`config.mk`:
```
export PLATFORM = sky130hd
export DESIGN_NAME = shs_param
export DESIGN_NICKNAME = d
export VERILOG_FILES = /design/src/hw/rtl/shs_pkg.sv /design/src/hw/rtl/shs_param.sv
export SDC_FILE = /design/constraint.sdc
export NUM_CORES = 2
export LEC_CHECK = 0
export ABC_AREA = 0
export BUFFER_PORTS_ARGS = -buffer_cell sky130_fd_sc_hd__buf_4
export CAP_MARGIN = 40
export CORE_MARGIN = 2
export CORE_UTILIZATION = 45
export DETAILED_ROUTE_END_ITERATION = 16
export PLACE_DENSITY = 0.66
export RECOVER_POWER = 100
export REMOVE_ABC_BUFFERS = 1
export SYNTH_ARGS = -nofsm -noshare
export SYNTH_HDL_FRONTEND = slang
export SYNTH_SLANG_ARGS = --single-unit
export TNS_END_PERCENT = 30
```
`constraint.sdc`:
```
create_clock -name clk -period 13.9 [get_ports clk]
set_clock_uncertainty 0.2 [all_clocks]
set_input_delay 1.39 -clock clk [delete_from_list [all_inputs] [get_ports clk]]
set_output_delay 1.39 -clock clk [all_outputs]
set_load 0.02 [all_outputs]
```
`src/hw/rtl/shs_pkg.sv`:
```
// Shared types and constants for the segment height sampler.
// Holds the request and response structs and the records passed between stages.
// Has no dependencies; the design files refer to it by scoped names and the testbench imports it.
package shs_pkg;

  // Number of register stages from request to response.
  localparam int STAGES    = 9;
  // Binary point of the curve parameter t and of every de Casteljau step.
  localparam int FRAC      = 10;
  // Shift that turns the relative position times scale into t.
  localparam int T_SHIFT   = 16;
  // End coordinates and heights are scaled by 32.
  localparam int HSCALE    = 5;
  // Binary point of the straight-mode rise.
  localparam int RISE_FRAC = 8;

  typedef struct packed {
    logic               curved;
    logic               along_x;
    logic signed [15:0] first_coord;
    logic signed [15:0] second_coord;
    logic signed [15:0] first_height;
    logic signed [15:0] second_height;
    logic signed [31:0] probe_pos;
    logic signed [15:0] rise;
    logic signed [7:0]  slope_start;
    logic signed [7:0]  slope_end;
    logic        [15:0] param_scale;
    logic signed [15:0] start_handle;
  } req_t;

  typedef struct packed {
    logic signed [31:0] height;
    logic               on_segment;
    logic signed [7:0]  slope_on_x;
    logic signed [7:0]  slope_on_y;
    logic signed [7:0]  slope_value;
    logic               axis_is_x;
    logic signed [31:0] offset_from_first;
  } rsp_t;

  // Control points and slope terms of the curve, fixed per item.
  typedef struct packed {
    logic signed [20:0] h0;
    logic signed [20:0] d1;
    logic signed [21:0] nd2;
    logic signed [21:0] p1;
    logic signed [21:0] p2;
    logic signed [22:0] dp;
    logic signed [7:0]  s0;
    logic signed [8:0]  ds;
  } coef_t;

  // Fields that ride alongside the arithmetic until the response is built.
  typedef struct packed {
    logic               curved;
    logic               along_x;
    logic               desc;
    logic               on_seg;
    logic               in_span;
    logic        [31:0] offset;
    logic        [31:0] hclamp;
  } carry_t;

  // Output of the set-up stage.
  typedef struct packed {
    coef_t              coef;
    logic        [31:0] rel0;
    logic        [31:0] pos;
    logic        [21:0] range;
    logic signed [20:0] zlo;
    logic signed [20:0] zhi;
    logic signed [15:0] rise;
    logic        [15:0] scale;
    carry_t             carry;
  } front_t;

  // Output of the parameter stages: t, clamped height and span flags.
  typedef struct packed {
    coef_t              coef;
    logic        [31:0] t;
    carry_t             carry;
  } param_t;

endpackage

```
`src/hw/rtl/shs_param.sv`:
```
// Parameter stages of the segment height sampler: t, straight height and clamping.
// Depends on shs_pkg for the front_t and param_t stage records.
module shs_param (
  input  logic            clk,
  input  logic [1:0]      en,
  input  shs_pkg::front_t front,
  output shs_pkg::param_t param
);

  // Second stage: the two products and the span compares.
  shs_pkg::coef_t     coef2;
  shs_pkg::carry_t    carry2;
  logic        [31:0] tr2, sp2;
  logic signed [20:0] zlo2, zhi2;
  logic               below2, beyond2, on_s2;

  logic        [31:0] tp;
  logic               inside3;
  logic        [31:0] straight_h;
  shs_pkg::param_t    param_next;

  // The product wraps at 32 bits before the arithmetic shift forms t.
  assign tp = front.rel0 * 32'(front.scale);

  always_ff @(posedge clk) begin
    if (en[0]) begin
      coef2   <= front.coef;
      carry2  <= front.carry;
      tr2     <= 32'($signed(tp) >>> shs_pkg::T_SHIFT);
      sp2     <= 32'(front.rise) * front.pos;
      zlo2    <= front.zlo;
      zhi2    <= front.zhi;
      below2  <= front.pos[31];
      beyond2 <= $signed(front.pos) >= $signed({10'd0, front.range});
      on_s2   <= !front.pos[31] && !($signed({10'd0, front.range}) < $signed(front.pos));
    end
  end

  always_comb begin
    inside3    = !below2 && !beyond2;
    straight_h = 32'(zlo2) + 32'($signed(sp2) >>> shs_pkg::RISE_FRAC);
    param_next.coef  = coef2;
    param_next.t     = carry2.desc ? 32'd0 - tr2 : tr2;
    param_next.carry = carry2;
    param_next.carry.in_span = inside3;
    param_next.carry.on_seg = carry2.curved ? inside3 : on_s2;
    if (below2) begin
      param_next.carry.hclamp = 32'(zlo2);
    end else if (beyond2) begin
      param_next.carry.hclamp = 32'(zhi2);
    end else begin
      param_next.carry.hclamp = straight_h;
    end
  end

  always_ff @(posedge clk) begin
    if (en[1]) begin
      param <= param_next;
    end
  end

endmodule

```
Word-level counts from Yosys, hierarchy flattened
Index checks and enable logic that the tools add are counted.

$lt $le $gt $ge: 2. Reduce and logical (&&, ||, !) cells: 6. Muxes and demuxes: 4. Add/sub/neg operators: 2. $mul: 2.

Operators by type and width (count): $mux W32 (3); $ge A32 B23 Y1 (1); $lt A23 B32 Y1 (1); $mul A16 B32 Y32 (1); $mul A32 B16 Y32 (1); $add A21 B24 Y25 (1); $sub A1 B16 Y17 const A (1); $logic_not A1 Y1 (4); $logic_and A1 B1 Y1 (2); $mux W1 (1).

Bits in registers: 525. Input port bits: 380. Output and inout bits: 249.

Longest topological paths before layout
Depth after elaboration: 3. Depth in mapped cells: 25. Depth with buffers taken out: 23.

Least setup slack after synthesis
Ideal clock, no wire load.

Path kind: input -> register. From: in front[70] in the netlist's numbering. To: reg tr2[15] (netlist name). Stages on the path: 22. Arrival time: 6952 ps. Path slack: 6488 ps. Library setup time: 259 ps. Cell sequence: clkbuf_1 -> clkbuf_1 -> nand2_1 -> fa_1 -> fa_1 -> fa_1 -> inv_1 -> fa_1 -> fa_1 -> inv_1 -> fa_1 -> inv_1 -> ha_1 -> a2111oi_0 -> o21ai_0 -> a21oi_1 -> a211oi_1 -> a211oi_1 -> o31a_1 -> o21ai_0 -> a21oi_1 -> xnor2_1.

Word-level cells in the longest chain between the ends: 1.

RTL lines: start: declaration (RTL line shs_param.sv:6) `input shs_pkg::front_t front,`; $mul A32 B16 Y32 (RTL line shs_param.sv:23) `assign tp = front.rel0 * 32'(front.scale);`; net tp[31] (RTL line shs_param.sv:17) `logic [31:0] tp;`.

The timed path passes the listed nets, and every way through them passes these cells. A chain may end at the register's enable or synchronous reset.

Final worst setup path
From: in en[0]. To: reg carry2[37] in the netlist's numbering (enable).

RTL lines: start: declaration (RTL line shs_param.sv:5) `input logic [1:0] en,`; end signal: assignment (RTL line shs_param.sv:28) `carry2 <= front.carry;`; end: declaration (RTL line shs_param.sv:12) `shs_pkg::carry_t carry2;`.

No word-level cell between the ends.

==> impl_metrics.prom <==
# TYPE chip_impl_metric gauge
chip_impl_metric{name="worstSkewPairLatency",unit="ns"} 0.56
chip_impl_metric{name="tritoncts_num_sinks",unit=""} 495
chip_impl_metric{name="postCtsSetupBuffers",unit=""} 0
chip_impl_info{name="layout_common_cells",value="sky130_fd_sc_hd__inv_1 (773), sky130_fd_sc_hd__fa_1 (607), sky130_fd_sc_hd__nand2_1 (507), sky130_fd_sc_hd__edfxtp_1 (495), sky130_fd_sc_hd__and2_1 (296)"} 1
chip_impl_metric{name="pin_count_of_the_biggest_net_entering_global_routing",unit=""} 133
chip_impl_info{name="worst_path_max_delay_cell",value="sky130_fd_sc_hd__clkbuf_1"} 1
chip_impl_metric{name="synthCells",unit=""} 3502
chip_impl_metric{name="fp.dieArea",unit="sq mm"} 0.0915
chip_impl_metric{name="setup_tns",unit="ns"} 0
chip_impl_metric{name="drt_first_pass_iters",unit=""} 7
chip_impl_metric{name="critPathRequiredTime",unit="ns"} 13.90
chip_impl_metric{name="grt_util_met3",unit=""} 0.0362
chip_impl_metric{name="global_route.usage.met2",unit=""} 0.393
chip_impl_info{name="rsz0062_at_grt",value="no"} 1
chip_impl_info{name="min-delay-path-class",value="register to register"} 1
chip_impl_metric{name="numCtsBuffers",unit=""} 44
chip_impl_metric{name="power_dissipated_by_switching_net_loads",unit="mW"} 4.98
chip_impl_metric{name="postRouteWirelength",unit="mm"} 105
chip_impl_metric{name="synth_top_cell_area_share",unit=""} 0.371
chip_impl_info{name="regToRegStartpoint",value="sp2[9]"} 1
chip_impl_metric{name="timing_hold_violations_final",unit=""} 0
chip_impl_metric{name="synth-seq-cells",unit=""} 495
chip_impl_info{name="type_of_origin_of_the_critical_path",value="input port"} 1
chip_impl_metric{name="grt_overflow",unit=""} 0
chip_impl_metric{name="grt_antenna_before_repair",unit=""} 7
chip_impl_metric{name="grt_use_total",unit=""} 0.231
chip_impl_info{name="tritoncts_clock_tree",value="built"} 1
chip_impl_metric{name="leakage",unit="nW"} 20.4
chip_impl_metric{name="synth_edf_count",unit=""} 495
chip_impl_metric{name="n_fill_cell",unit=""} 7936
chip_impl_metric{name="dp_hpwl",unit="mm"} 79.8
chip_impl_metric{name="postCtsResizedCells",unit=""} 0
chip_impl_metric{name="dieHeight",unit="um"} 302
chip_impl_info{name="status",value="finished with violations"} 1
chip_impl_metric{name="cts.path.max_buffers",unit=""} 3
chip_impl_metric{name="pwr-share-comb",unit=""} 0.675
chip_impl_metric{name="post_drt_wl_per_cell",unit="um"} 20.3
chip_impl_info{name="launch_point_of_the_worst_path",value="en[0]"} 1
chip_impl_metric{name="worst_pin_slew",unit="ns"} 7.21
chip_impl_metric{name="ant_nets_after_route",unit=""} 0
chip_impl_info{name="worst_path_most_repeated_cell",value="sky130_fd_sc_hd__clkbuf_1"} 1
chip_impl_info{name="yosysTopAreaCell",value="sky130_fd_sc_hd__edfxtp_1"} 1
chip_impl_metric{name="area_growth_syn_to_fin",unit="%"} 14.7
chip_impl_metric{name="final.period_utilization",unit=""} 0.720
chip_impl_metric{name="maxSlewHeadroom",unit=""} -3.80
chip_impl_metric{name="cts.clk_slew.worst_paths",unit="ns"} 0.06
chip_impl_metric{name="drc",unit=""} 0
chip_impl_metric{name="first_global_vias",unit=""} 26900
chip_impl_metric{name="drv_slew",unit=""} 423
chip_impl_metric{name="synth.avg_cell_area",unit="sq um"} 11.4
chip_impl_info{name="cts_root_buf",value="sky130_fd_sc_hd__clkbuf_16"} 1
chip_impl_metric{name="worstPathArrival",unit="ns"} 10.02
chip_impl_metric{name="power.share.clock",unit=""} 0.116
chip_impl_info{name="violations_in_the_final_reports",value="capacitance limit, slew limit"} 1
chip_impl_metric{name="std_cell_rows",unit=""} 109
chip_impl_metric{name="synth-seq-area-share",unit=""} 0.371
chip_impl_info{name="critPathCaptureType",value="register"} 1
chip_impl_metric{name="cellInternalPower",unit="mW"} 6.38
chip_impl_metric{name="num_vias",unit=""} 26100
chip_impl_info{name="crit_type",value="input port to register"} 1
chip_impl_info{name="grt_most_used_layer",value="met2"} 1
chip_impl_info{name="synthTopCellsByArea",value="sky130_fd_sc_hd__edfxtp_1 (37%), sky130_fd_sc_hd__fa_1 (30%), sky130_fd_sc_hd__inv_1 (7.2%)"} 1
chip_impl_metric{name="detail_route.iter0.violations",unit=""} 1852
chip_impl_metric{name="post_synthesis_async_set_or_reset_flop_share",unit=""} 0
chip_impl_metric{name="finish.net_count",unit=""} 5185
chip_impl_metric{name="area.sequential",unit="sq mm"} 0.0149
chip_impl_metric{name="drv.max_cap_violation_count",unit=""} 6
chip_impl_metric{name="yosysWarnings",unit=""} 0
chip_impl_metric{name="port-buffer-count",unit=""} 594
chip_impl_info{name="hold_path_startpoint",value="coef2[93]"} 1
chip_impl_metric{name="cts-htree-levels",unit=""} 2
chip_impl_metric{name="worst_ir_drop_vdd",unit="V"} 0.000287
chip_impl_metric{name="fp.coreArea",unit="sq mm"} 0.0884
chip_impl_metric{name="drt-vias-per-instance",unit=""} 5.02
chip_impl_metric{name="switching_part_of_the_total",unit=""} 0.438
chip_impl_info{name="synth-main-ff-cell",value="sky130_fd_sc_hd__edfxtp_1"} 1
chip_impl_metric{name="hold_buffer_count_at_cts",unit=""} 0
chip_impl_info{name="worstPathCellList",value="clkbuf_1, clkbuf_1, buf_4, buf_16"} 1
chip_impl_metric{name="fmax",unit="MHz"} 99.9
chip_impl_metric{name="boundaryPins",unit=""} 629
chip_impl_metric{name="use_met1",unit=""} 0.309
chip_impl_metric{name="power_dens_cells",unit="mW/mm^2"} 247
chip_impl_metric{name="crit_path_max_fanout",unit=""} 132
chip_impl_metric{name="floorplan.initialDensity",unit=""} 0.454
chip_impl_metric{name="multi_input_area",unit="sq mm"} 0.0216
chip_impl_metric{name="timing.critical_path.slowest_cell_delay",unit="ns"} 4.95
chip_impl_metric{name="pwr-share-seq",unit=""} 0.209
chip_impl_metric{name="synth_cell_types",unit=""} 61
chip_impl_info{name="mostFrequentLayoutCell",value="sky130_fd_sc_hd__inv_1"} 1
chip_impl_metric{name="grt_first_pass_wirelength",unit="mm"} 160
chip_impl_metric{name="post_route_cells_drive_above_1_share",unit=""} 0.105
chip_impl_metric{name="mappedNetlistArea",unit="sq mm"} 0.0401
chip_impl_metric{name="routability_congestion_estimate_from_global_placement",unit=""} 0.901
chip_impl_metric{name="die_w",unit="um"} 302
chip_impl_metric{name="setup_violations",unit=""} 0
chip_impl_metric{name="final_period_minus_worst_setup_slack",unit="ns"} 10.01
chip_impl_metric{name="hold_slack",unit="ns"} 0.197
-- final timing paths --
kind	slack, ns	to	depth (start not counted)
setup / recovery	3.89	carry2[37]	4
hold / removal	0.20	param[194]	0
setup reg to reg	9.31	param[23]	10
hold reg to reg	0.20	param[194]	0
-- cells in the mapped netlist, types with 8 or more instances --
cell type / n
sky130_fd_sc_hd__inv_1: 772
sky130_fd_sc_hd__nand4_1: 9
sky130_fd_sc_hd__nand2_1: 507
sky130_fd_sc_hd__a211oi_1: 11
sky130_fd_sc_hd__ha_1: 199
sky130_fd_sc_hd__clkbuf_1: 126
sky130_fd_sc_hd__a21o_1: 17
sky130_fd_sc_hd__a21oi_1: 54
sky130_fd_sc_hd__buf_4: 22
sky130_fd_sc_hd__o21a_1: 23
sky130_fd_sc_hd__nor3_1: 13
sky130_fd_sc_hd__nand3_1: 11
sky130_fd_sc_hd__xor2_1: 36
sky130_fd_sc_hd__o21ai_0: 50
sky130_fd_sc_hd__and2_1: 297
sky130_fd_sc_hd__o211ai_1: 8
sky130_fd_sc_hd__fa_1: 607
sky130_fd_sc_hd__xnor2_1: 88
sky130_fd_sc_hd__nor2_1: 49
sky130_fd_sc_hd__edfxtp_1: 495
sky130_fd_sc_hd__nor2b_1: 13
-- power groups by stage --
stage	logic (mW)	clock network, mW	registers, mW
2_1_floorplan	5.64	0	2.48
3_3_place_gp	7.58	0	2.40
3_5_place_dp	7.73	0	2.40
4_1_cts	7.79	1.35	2.38
5_1_grt	8.78	1.40	2.40
6_report	7.67	1.32	2.38
-- layout make-up --
class / instances / area share
clock inverter: 29 / 0.00942
multi-input combinational: 2084 / 0.470
timing repair buffer: 601 / 0.0772
clock buffer: 52 / 0.0246
inverter: 773 / 0.0631
antenna: 4 / 0.000218
tap: 1165 / 0.0317
sequential: 495 / 0.323
-- state kept, by name, summed over array words and instances, names as in the netlist --
| register | cells |
|---|---|
| zlo2 | 21 |
| zhi2 | 21 |
| on_s2 | 1 |
| tr2 | 16 |
| below2 | 1 |
| coef2 | 148 |
| sp2 | 24 |
| carry2 | 35 |
| beyond2 | 1 |
| param | 227 |
-- logic make-up after synthesis --
| kind of cell | count (synthesis) | synth area share |
|---|---|---|
| and+or+nand+nor | 931 | 0.110 |
| buffers and inverters | 923 | 0.0885 |
| adders and majority gates | 806 | 0.365 |
| DFF | 495 | 0.371 |
| AOI/OAI and AO/OA | 214 | 0.0358 |
| xor gates and xnor gates | 124 | 0.0271 |
| muxes | 9 | 0.00243 |
-- critical path, delay by kind of cell --
family                 cells  cell delay, ns
buffers and inverters      4            8.48
-- metal layers --
layer  share of wire  vias to the layer above
li1                -                    11700
met1            0.41                    13300
met2            0.49                      963
met3           0.077                      149
met4           0.027                        6
met5         0.00042                        -
-- per-stage QoR --
step | instances | utilization | cell area, sq um | setup slack, ns | total power, mW
global placement | 5116 | 0.514 | 45400 | 5.32 | 9.98
global route | 5200 | 0.520 | 46000 | 2.93 | 12.6
finish | 5203 | 0.520 | 46000 | 3.89 | 11.4
CTS | 5199 | 0.532 | 47000 | 5.90 | 11.5
floorplan | 3352 | - | 39400 | 6.92 | 8.11
detailed placement | 5118 | 0.514 | 45500 | 5.33 | 10.1
Power figures use the tool's default switching activity.
