**src/hw/rtl/shs_pkg.sv**
```systemverilog
// Shared types and constants for the segment height sampler.
// Holds the request and response structs and the records passed between stages.
// Has no dependencies; the design files refer to it by scoped names and the testbench imports it.
package shs_pkg;

  // Number of register stages from request to response.
  localparam int STAGES    = 9;
  // Binary point of the curve parameter t and of every de Casteljau step.
  localparam int FRAC      = 10;
  // Shift that turns the relative position times scale into t.
  localparam int T_SHIFT   = 16;
  // End coordinates and heights are scaled by 32.
  localparam int HSCALE    = 5;
  // Binary point of the straight-mode rise.
  localparam int RISE_FRAC = 8;

  typedef struct packed {
    logic               curved;
    logic               along_x;
    logic signed [15:0] first_coord;
    logic signed [15:0] second_coord;
    logic signed [15:0] first_height;
    logic signed [15:0] second_height;
    logic signed [31:0] probe_pos;
    logic signed [15:0] rise;
    logic signed [7:0]  slope_start;
    logic signed [7:0]  slope_end;
    logic        [15:0] param_scale;
    logic signed [15:0] start_handle;
  } req_t;

  typedef struct packed {
    logic signed [31:0] height;
    logic               on_segment;
    logic signed [7:0]  slope_on_x;
    logic signed [7:0]  slope_on_y;
    logic signed [7:0]  slope_value;
    logic               axis_is_x;
    logic signed [31:0] offset_from_first;
  } rsp_t;

  // Control points and slope terms of the curve, fixed per item.
  typedef struct packed {
    logic signed [20:0] h0;
    logic signed [20:0] d1;
    logic signed [21:0] nd2;
    logic signed [21:0] p1;
    logic signed [21:0] p2;
    logic signed [22:0] dp;
    logic signed [7:0]  s0;
    logic signed [8:0]  ds;
  } coef_t;

  // Fields that ride alongside the arithmetic until the response is built.
  typedef struct packed {
    logic               curved;
    logic               along_x;
    logic               desc;
    logic               on_seg;
    logic               in_span;
    logic        [31:0] offset;
    logic        [31:0] hclamp;
  } carry_t;

  // Output of the set-up stage.
  typedef struct packed {
    coef_t              coef;
    logic        [31:0] rel0;
    logic        [31:0] pos;
    logic        [21:0] range;
    logic signed [20:0] zlo;
    logic signed [20:0] zhi;
    logic signed [15:0] rise;
    logic        [15:0] scale;
    carry_t             carry;
  } front_t;

  // Output of the parameter stages: t, clamped height and span flags.
  typedef struct packed {
    coef_t              coef;
    logic        [31:0] t;
    carry_t             carry;
  } param_t;

endpackage

```
**src/hw/rtl/shs_front.sv**
```systemverilog
// Set-up stage of the segment height sampler: scaling, end ordering and span.
// Depends on shs_pkg for the request struct and the front_t stage record.
module shs_front (
  input  logic            clk,
  input  logic            en,
  input  shs_pkg::req_t   req,
  output shs_pkg::front_t front
);

  logic signed [20:0] c0, c1, h0, h1, d1, d2, lo, hi;
  logic               asc;
  logic        [31:0] rel0;
  shs_pkg::front_t    front_next;

  always_comb begin
    c0  = {req.first_coord,   {shs_pkg::HSCALE{1'b0}}};
    c1  = {req.second_coord,  {shs_pkg::HSCALE{1'b0}}};
    h0  = {req.first_height,  {shs_pkg::HSCALE{1'b0}}};
    h1  = {req.second_height, {shs_pkg::HSCALE{1'b0}}};
    d1  = {req.start_handle,  {shs_pkg::HSCALE{1'b0}}};
    d2  = {req.rise,          {shs_pkg::HSCALE{1'b0}}};
    asc = c0 < c1;
    lo  = asc ? c0 : c1;
    hi  = asc ? c1 : c0;
    rel0 = 32'(req.probe_pos) - 32'(c0);

    front_next.coef.h0  = h0;
    front_next.coef.d1  = d1;
    front_next.coef.nd2 = 22'sd0 - 22'(d2);
    front_next.coef.p1  = 22'(h0) + 22'(d1);
    front_next.coef.p2  = 22'(h1) + 22'(d2);
    front_next.coef.dp  = 23'(front_next.coef.p2) - 23'(front_next.coef.p1);
    front_next.coef.s0  = req.slope_start;
    front_next.coef.ds  = 9'(req.slope_end) - 9'(req.slope_start);

    front_next.rel0  = rel0;
    front_next.pos   = 32'(req.probe_pos) - 32'(lo);
    front_next.range = 22'(22'(hi) - 22'(lo));
    front_next.zlo   = asc ? h0 : h1;
    front_next.zhi   = asc ? h1 : h0;
    front_next.rise  = req.rise;
    front_next.scale = req.param_scale;

    front_next.carry.curved  = req.curved;
    front_next.carry.along_x = req.along_x;
    front_next.carry.desc    = c1 < c0;
    front_next.carry.on_seg  = 1'b0;
    front_next.carry.in_span = 1'b0;
    front_next.carry.offset  = req.curved ? 32'd0 : rel0;
    front_next.carry.hclamp  = 32'd0;
  end

  always_ff @(posedge clk) begin
    if (en) begin
      front <= front_next;
    end
  end

endmodule

```
**config.mk**
```make
export PLATFORM = sky130hd
export DESIGN_NAME = shs_front
export DESIGN_NICKNAME = d
export VERILOG_FILES = /design/src/hw/rtl/shs_pkg.sv /design/src/hw/rtl/shs_front.sv
export SDC_FILE = /design/constraint.sdc
export NUM_CORES = 1
export LEC_CHECK = 0
export ABC_AREA = 1
export BUFFER_PORTS_ARGS = -buffer_cell sky130_fd_sc_hd__buf_2
export CAP_MARGIN = 15
export CORE_AREA = 4 4 209 211
export DETAILED_ROUTE_END_ITERATION = 10
export DIE_AREA = 0 0 213 215
export GPL_TIMING_DRIVEN = 0
export PLACE_DENSITY = 0.68
export SYNTH_ARGS = -nofsm -noshare
export SYNTH_HDL_FRONTEND = slang
export SYNTH_SLANG_ARGS = --single-unit
```
**constraint.sdc**
```tcl
create_clock -name clk -period 4.05 [get_ports clk]
set_input_delay 0.405 -clock clk [delete_from_list [all_inputs] [get_ports clk]]
set_output_delay 0.405 -clock clk [all_outputs]
set_load 0.01 [all_outputs]
```
* Yosys cells after proc, flatten, opt, wreduce, memory -nomap -nowiden
Cells that the tools add are included.
Operators by class: $add $sub $neg 8, order comparisons 2, mux-type cells 4
Operators with widths (number):
- $mux 21 | 4
- $sub 32x21->32 | 2
- $add 21x21->22 | 2
- $lt 21x21->1 | 2
- $sub 22x22->23 | 1
- $sub 1x21->22 const A | 1
- $sub 21x21->22 | 1
- $sub 8x8->9 | 1
Word-level totals: register bits 333, bits of input ports 164, word-level logic and storage cells 33

* Logic depth before layout (Yosys ltp)
Gate-level depths: netlist (run 1).
depth after elaboration 3, depth in mapped cells 34, gate-level depth less buffers 31

* Worst setup path before layout (run 1)
No wires, ideal clock.
kind input -> register, from input req[159] (netlist bit), to register front[185] (netlist bit) (data pin), data arrival time 4077 ps, required time 3796 ps, slack -280 ps, stages 29, buffers on the path 4, cell sequence inv_1 -> ha_1 -> nand2_1 -> inv_2 -> o21ai_0 -> nand2_1 -> nor2_1 -> nand3_2 -> nand3_2 -> buf_6 -> buf_6 -> buf_2 -> clkbuf_1 -> o21ai_0 -> ha_1 -> inv_1 -> nand3_1 -> nand2_1 -> a21oi_1 -> o21ai_0 -> a21oi_1 -> o21ai_1 -> nand2_1 -> nand2_2 -> nand2_1 -> nand2_1 -> nand2_1 -> nand4_1 -> nand2_1
RTL lines:
- from (decl) | RTL line shs_front.sv:6 | input shs_pkg::req_t req,
- to (signal assigned) | RTL line shs_front.sv:55 | front <= front_next;
- to (decl) | RTL line shs_front.sv:7 | output shs_pkg::front_t front

==> impl_results.md, run 1 <==
* Status: completed
* Largest registers in the final layout: front x292
* Seq/Total Area, Yosys at between 50% and 60%
* CP Max Fanout at 10
* Final hold violations at 0
* Critical Path RT at around 4.3 ns
* First-pass GRT wire length at 83.1 mm
* Clk sinks at 292
* Post-route minimum period at 3.95 ns
* Post-Syn Area at around 0.017 mm^2
* Max reg flops at 292
* Tcrit/Tclk final at a little over nine tenths
* Crit. Startpoint: req[154]
* Setup TNS at 0 ns
* DR vias at 14825
* Multi-input gate area at a little over 0.007 mm^2
* Psw at 3.48 mW
* Starting density of the core at around two fifths
* Post-Synth XOR/XNOR Area at 5.50%
* Post-synthesis compound-gate area fraction at 7.90%
* Clock tree buffer depth at 3
* Avg Cell Area, Syn at 9.45 um^2
* Most frequent cells in the layout: 461 x buf_2, 379 x nand2_1, 292 x edfxtp_1
* Total core area at 0.0418 mm^2
* GP Congestion at ~1
* Nets@finish at approximately 2700
* VDD IR max at 0.317 mV
* GR Util met3 at 4.56%
* Congestion Overflow GR at 0
* Arr. time, crit path at approximately 4.2 ns
* Clock-pin slew of the registers on the worst-case setup and hold paths at 0.06 ns
* Max Slew Vio Count at 0
* Final cell count without fillers at between 2000 and 3000
* WS Path Type: in -> reg
* Largest family of logic cells by synthesized area: simple AND/OR/NAND/NOR gates
* Detailed-route wire length per cell at roughly 19 um
* Worst Setup End Kind: flop
* Worst Tran Pin Value at 0.778 ns
* Main flop type after synthesis: edfxtp_1
* Synth Area in Adders at about 8.4%
* Routed wire length at 56.1 mm
* CTS tree: yes
* P_leak at 10.9 nW
* Vias in the first global route at 14746
* F_max at 253 MHz
* Pwr dens at 474 mW/mm^2
* Cells after Synth at between 1500 and 2000
* Layout cell share with drive strength beyond 1 at 29.2%
* Largest net degree at the start of global routing at 118
* P&R area growth vs syn at 27.7%
* GRT busiest layer: met2
* Max cap viols at 0
* Hold Path Class: in -> reg
* Cell Rows at 75
* CTS Root Cell: clkbuf_16
* Mux cell area share after synthesis at 0%
* Net Sw Frac at roughly 33%
* FF+latch count, synth at between 200 and 300
* Die height at roughly 220 um
* Final Power at 10.5 mW
* PortBufs at 461
* DRT iter0 DRCs at 1000
* Num CTS Buffers at 34
* Setup crit start kind: primary input
* Worst hold path startpoint: req[23]
* Total track usage at 23.5%
* Met2 Use GR at approximately two fifths
* Layout filler cell count at 3776
* Synth warn at 0
* DRT Pass-1 Iters at 5
* Hpwl dp at 45.8 mm
* Hold_buf cts at 0
* Antenna viol nets, final at 0
* Async set or reset register ratio after synthesis at 0%
* Die Area at 0.0458 mm^2
* Clk network pwr share at about 29%
* H-tree Lvls at 2
* Dpl cells at approximately 2900
* Antenna violations before repair at 5
* Via density at 4.94
* Post-route DRC violation count at 0
* Synth Area in Simple Gates at around 17%
* EDFF count, synth at 292
* Synth unique cells at 50
* Setup violators final at 0
* Cell Int Power at 7.02 mW
* I/O pins at 541
* M1 GR Usage at 28.3%
* Die W at approximately 210 um
* Commonest non-fill, non-tap cell in the layout: buf_2
* Slew margin rel. at between 40% and 50%
* Sequential cell area at 0.00877 mm^2
* Comb pwr share at between 30% and 40%
* Register share of total power at 39.2%
* Most flops, register: front
-- stage by stage --
step	setup WS [ns]	area, um^2	hold WS (ns)	utilization [%]
floorplan	-0.0274	17700	0.504	-
global placement	-1.78	20700	0.582	49.5
detailed placement	-1.79	20700	0.583	49.6
CTS	-0.0487	21900	0.0239	52.5
global route	-0.0174	22200	0.0329	53.0
finish	0.102	22200	0.0599	53.0
-- what timing repair did --
item / CTS / global route
cloned: 0 / 0
pin swaps: 4 / 13
setup buffers: 3 / 18
gates resized for setup: 17 / 32
endpoints found under the setup margin: 23 / 18
-- logic make-up after synthesis --
family                     count (synthesis)
AOI/OAI and AO/OA                        251
xor gates and xnor gates                 109
adders and majority gates                113
buffers and inverters                    392
DFF                                      292
other                                      1
and+or+nand+nor                          678
-- Yosys cell counts, types with 4 or more instances --
master / instances / area (um^2)
inv_2: 4 / 15.0
ha_1: 107 / 1340
nand2_2: 25 / 156
nor2_1: 111 / 417
buf_6: 4 / 45.0
nor4_1: 4 / 25.0
a21oi_1: 117 / 586
edfxtp_1: 292 / 8770
o21bai_1: 7 / 52.6
nor2_2: 12 / 75.1
buf_4: 87 / 653
inv_1: 284 / 1070
nand3_1: 74 / 370
xor2_1: 74 / 648
nand3_2: 4 / 40.0
nand4_1: 33 / 206
xnor2_1: 35 / 307
o41ai_1: 6 / 52.6
nor2_4: 5 / 56.3
fa_1: 6 / 120
clkbuf_1: 7 / 26.3
nand2_1: 384 / 1440
a21o_1: 4 / 30.0
a21boi_0: 4 / 30.0
o21ai_0: 78 / 390
nor3_1: 15 / 75.1
a31oi_1: 4 / 25.0
o21ai_1: 13 / 65.1
-- critical path: stages --
cell       delay [ns]
buf_2            0.13
inv_1            0.12
ha_1             0.37
nand2_2          0.16
inv_2            0.05
nand2_1          0.07
a21oi_2          0.07
nor2_4           0.12
nand2_1          0.10
nand2_4          0.12
nand3_4          0.09
buf_12           0.15
buf_8            0.15
clkbuf_16        0.18
o21ai_2          0.12
ha_2             0.17
inv_1            0.07
fa_2             0.41
nand3_2          0.10
nand3_4          0.09
a21oi_2          0.16
o21ai_2          0.10
nand3_1          0.09
nand2_1          0.05
nand3_1          0.09
nand2_2          0.12
buf_4            0.16
xor2_1           0.15
-- path summary, 6_finish.rpt --
check  slack (ns)  depth (start not counted)                    to
max          0.10                         28  front[180]$_DFFE_PP_
min          0.06                          1   front[76]$_DFFE_PP_
-- power by group through the flow --
stage | registers [mW] | clock network, mW | logic, mW
CTS | 4.12 | 3.10 | 3.28
global route | 4.15 | 3.25 | 3.69
global placement | 4.19 | 0 | 3.17
floorplan | 4.40 | 0 | 1.68
finish | 4.12 | 3.03 | 3.35
detailed placement | 4.18 | 0 | 3.22
-- cell type report --
type                       count  share of cell area (%)
antenna                        3                  0.0339
buffer                       103                    3.52
clock buffer                  41                    4.06
clock inverter                18                   0.859
inverter                     288                    4.91
multi-input combinational   1230                    32.5
sequential                   292                    39.6
tap                          539                    3.04
timing repair buffer         484                    11.4
-- layer usage --
layer / up-vias / routed length, um
li1: 7182 / -
met1: 6927 / 22100
met2: 616 / 28000
met3: 100 / 4000
met4: 0 / 2010
met5: - / 0
(Power assumes the default switching activity.)
==> inputs of run 2 (changes only) <==
CORE_AREA = 4 4 207 209   (was 4 4 209 211)
CTS_BUF_LIST = sky130_fd_sc_hd__clkbuf_8   (was not set)
DIE_AREA = 0 0 211 213   (was 0 0 213 215)
PLACE_DENSITY = 0.69   (was 0.68)
==> impl_results.md, run 2 (synthesized netlist as in run 1, its figures left out) <==
* Clk sinks at 292 (unchanged)
* Pwr dens at 449 mW/mm^2 (-5.2%)
* Die Area at 0.0449 mm^2 (-1.9%)
* Congestion Overflow GR at 0 (unchanged)
* DR vias at 15090 (+1.8%)
* Layout cell share with drive strength beyond 1 at 28.7% (-0.52 points)
* Vias in the first global route at 15078 (+2.3%)
* H-tree Lvls at 2 (unchanged)
* Largest net degree at the start of global routing at 125 (+5.9%)
* Die W at 211 um (-0.94%)
* Clock tree buffer depth at 3 (unchanged)
* CTS tree: yes
* Most frequent cells in the layout: 461 x buf_2, 379 x nand2_1, 292 x edfxtp_1
* CTS Root Cell: clkbuf_8
* Via density at 4.91 (-0.63%)
* Setup TNS at 0 ns (unchanged)
* Largest registers in the final layout: front x292
* Util after Layout at 55.1% (+2.1 points)
* Status: completed
* Register share of total power at 40.8% (+1.6 points)
* Comb pwr share at 33.0% (+1.1 points)
* Max Slew Vio Count at 0 (unchanged)
* Net Sw Frac at 35.0% (+1.8 points)
* Worst Setup End Kind: flop
* Met2 Use GR at 43.3% (+1.4 points)
* DRT iter0 DRCs at 1008 (+0.80%)
* Post-route DRC violation count at 0 (unchanged)
* M1 GR Usage at 27.7% (-0.59 points)
* P_leak at 11.1 nW (+1.7%)
* Max cap viols at 0 (unchanged)
* Total core area at 0.0408 mm^2 (-2.2%)
* Hpwl dp at 44.9 mm (-1.8%)
* Post-layout instance area at 0.0225 mm^2 (+1.6%)
* Routed wire length at 56.0 mm (-0.16%)
* PortBufs at 461 (unchanged)
* Psw at 3.54 mW (+1.7%)
* WS Path Type: in -> reg
* P&R area growth vs syn at 29.7%
* Worst Tran Pin Value at 0.786 ns (+0.00788 ns)
* Clk network pwr share at 26.2% (-2.6 points)
* Cell Int Power at 6.57 mW (-6.3%)
* GR Util met3 at 4.36% (-0.20 points)
* F_max at 256 MHz (+0.89%)
* Antenna diode count at 0 (-3)
* Cell Rows at 74 (-1.3%)
* Most flops, register: front
* First-pass GRT wire length at 82.1 mm (-1.2%)
* Placed Area at 0.0207 mm^2 (about the same)
* DRT Pass-1 Iters at 5 (unchanged)
* Final hold violations at 0 (unchanged)
* Post-route minimum period at 3.91 ns (-0.0348 ns)
* CP Max Fanout at 19 (+9)
* Nets@finish at 2775 (+2.4%)
* Num CTS Buffers at 50 (+47%)
* Clock-pin slew of the registers on the worst-case setup and hold paths at 0.06 ns (about the same)
* Commonest non-fill, non-tap cell in the layout: buf_2
* Antenna violations before repair at 2 (-3)
* Starting density of the core at 42.5% (+0.94 points)
* Tcrit/Tclk final at 96.6% (-0.86 points)
* I/O pins at 541 (unchanged)
* Slew margin rel. at 47.2% (-0.93 points)
* Setup crit start kind: primary input
* Arr. time, crit path at 4.27 ns (+0.07 ns)
* Hold Path Class: in -> reg
* Max reg flops at 292 (unchanged)
* GP Congestion at 0.986 (+0.97%)
* Antenna viol nets, final at 0 (unchanged)
* Total track usage at 23.5% (+0.050 points)
* GRT busiest layer: met2
* Detailed-route wire length per cell at 18.2 um (-2.5%)
* Worst hold margin at 0.0362 ns (-0.0237 ns)
* VDD IR max at 0.258 mV (-19%)
* Die height at 213 um (-0.93%)
* Setup violators final at 0 (unchanged)
* Critical Path RT at 4.41 ns (+0.11 ns)
-- run 2: power by group through the flow --
| stage | registers [mW] | clock network [mW] | logic, mW |
|---|---|---|---|
| 2_1_floorplan | 4.40 | 0 | 1.68 |
| 3_3_place_gp | 4.20 | 0 | 3.15 |
| 3_5_place_dp | 4.18 | 0 | 3.20 |
| 4_1_cts | 4.13 | 2.71 | 3.28 |
| 5_1_grt | 4.16 | 2.85 | 3.67 |
| 6_report | 4.13 | 2.65 | 3.34 |
-- run 2: timing repair --
action	CTS	global route
setup buffers	3	10
hold buffers	57	0
endpoints found under the hold margin	57	0
pin swaps	2	10
gates resized for setup	13	36
setup endpoints to repair	21	19
-- run 2: final cells by class --
cell class | count | area (um^2)
clock buffers | 51 | 702
multi-input cells | 1230 | 7200
inverters | 288 | 1080
well taps | 532 | 666
clock inverters | 42 | 269
repair buffers | 533 | 3040
flip-flops and latches | 292 | 8770
fillers | 3612 | 18300
plain buffers | 103 | 769
-- run 2: per-stage QoR --
step / instances / worst slack, ns / total power, mW
finish: 3071 / 0.137 / 10.1
global route: 3071 / -0.0513 / 10.7
CTS: 3061 / 0.0236 / 10.1
detailed placement: 2909 / -1.76 / 7.38
global placement: 2907 / -1.75 / 7.35
floorplan: 1914 / -0.0274 / 6.08
-- run 2: metal layers --
layer / vias up / wire length (um)
li1: 7319 / -
met4: 2 / 1460
met3: 83 / 4260
met5: - / 13
met1: 7017 / 21500
met2: 669 / 28700
-- run 2: final timing paths --
| path | startpoint | endpoint | slack (ns) | cells after the start |
|---|---|---|---|---|
| max | req[153] | front[180]$_DFFE_PP_ | 0.14 | 25 |
| min | req[115] | front[364]$_DFFE_PP_ | 0.04 | 1 |
-- run 2: worst max-delay path, stage by stage --
cell	delay (ns)
buf_2	0.12
inv_1	0.11
ha_2	0.41
nand2_1	0.15
nor3_4	0.27
nand2_2	0.12
nand3_4	0.11
nand3_2	0.11
buf_8	0.17
buf_8	0.16
buf_12	0.16
o21ai_1	0.16
ha_2	0.22
inv_1	0.07
fa_2	0.37
nand3_2	0.11
nand3_4	0.10
a21oi_4	0.20
o21ai_4	0.10
nand3_1	0.09
nand2_1	0.05
nand3_1	0.09
nand2_2	0.11
buf_4	0.15
xor2_1	0.15
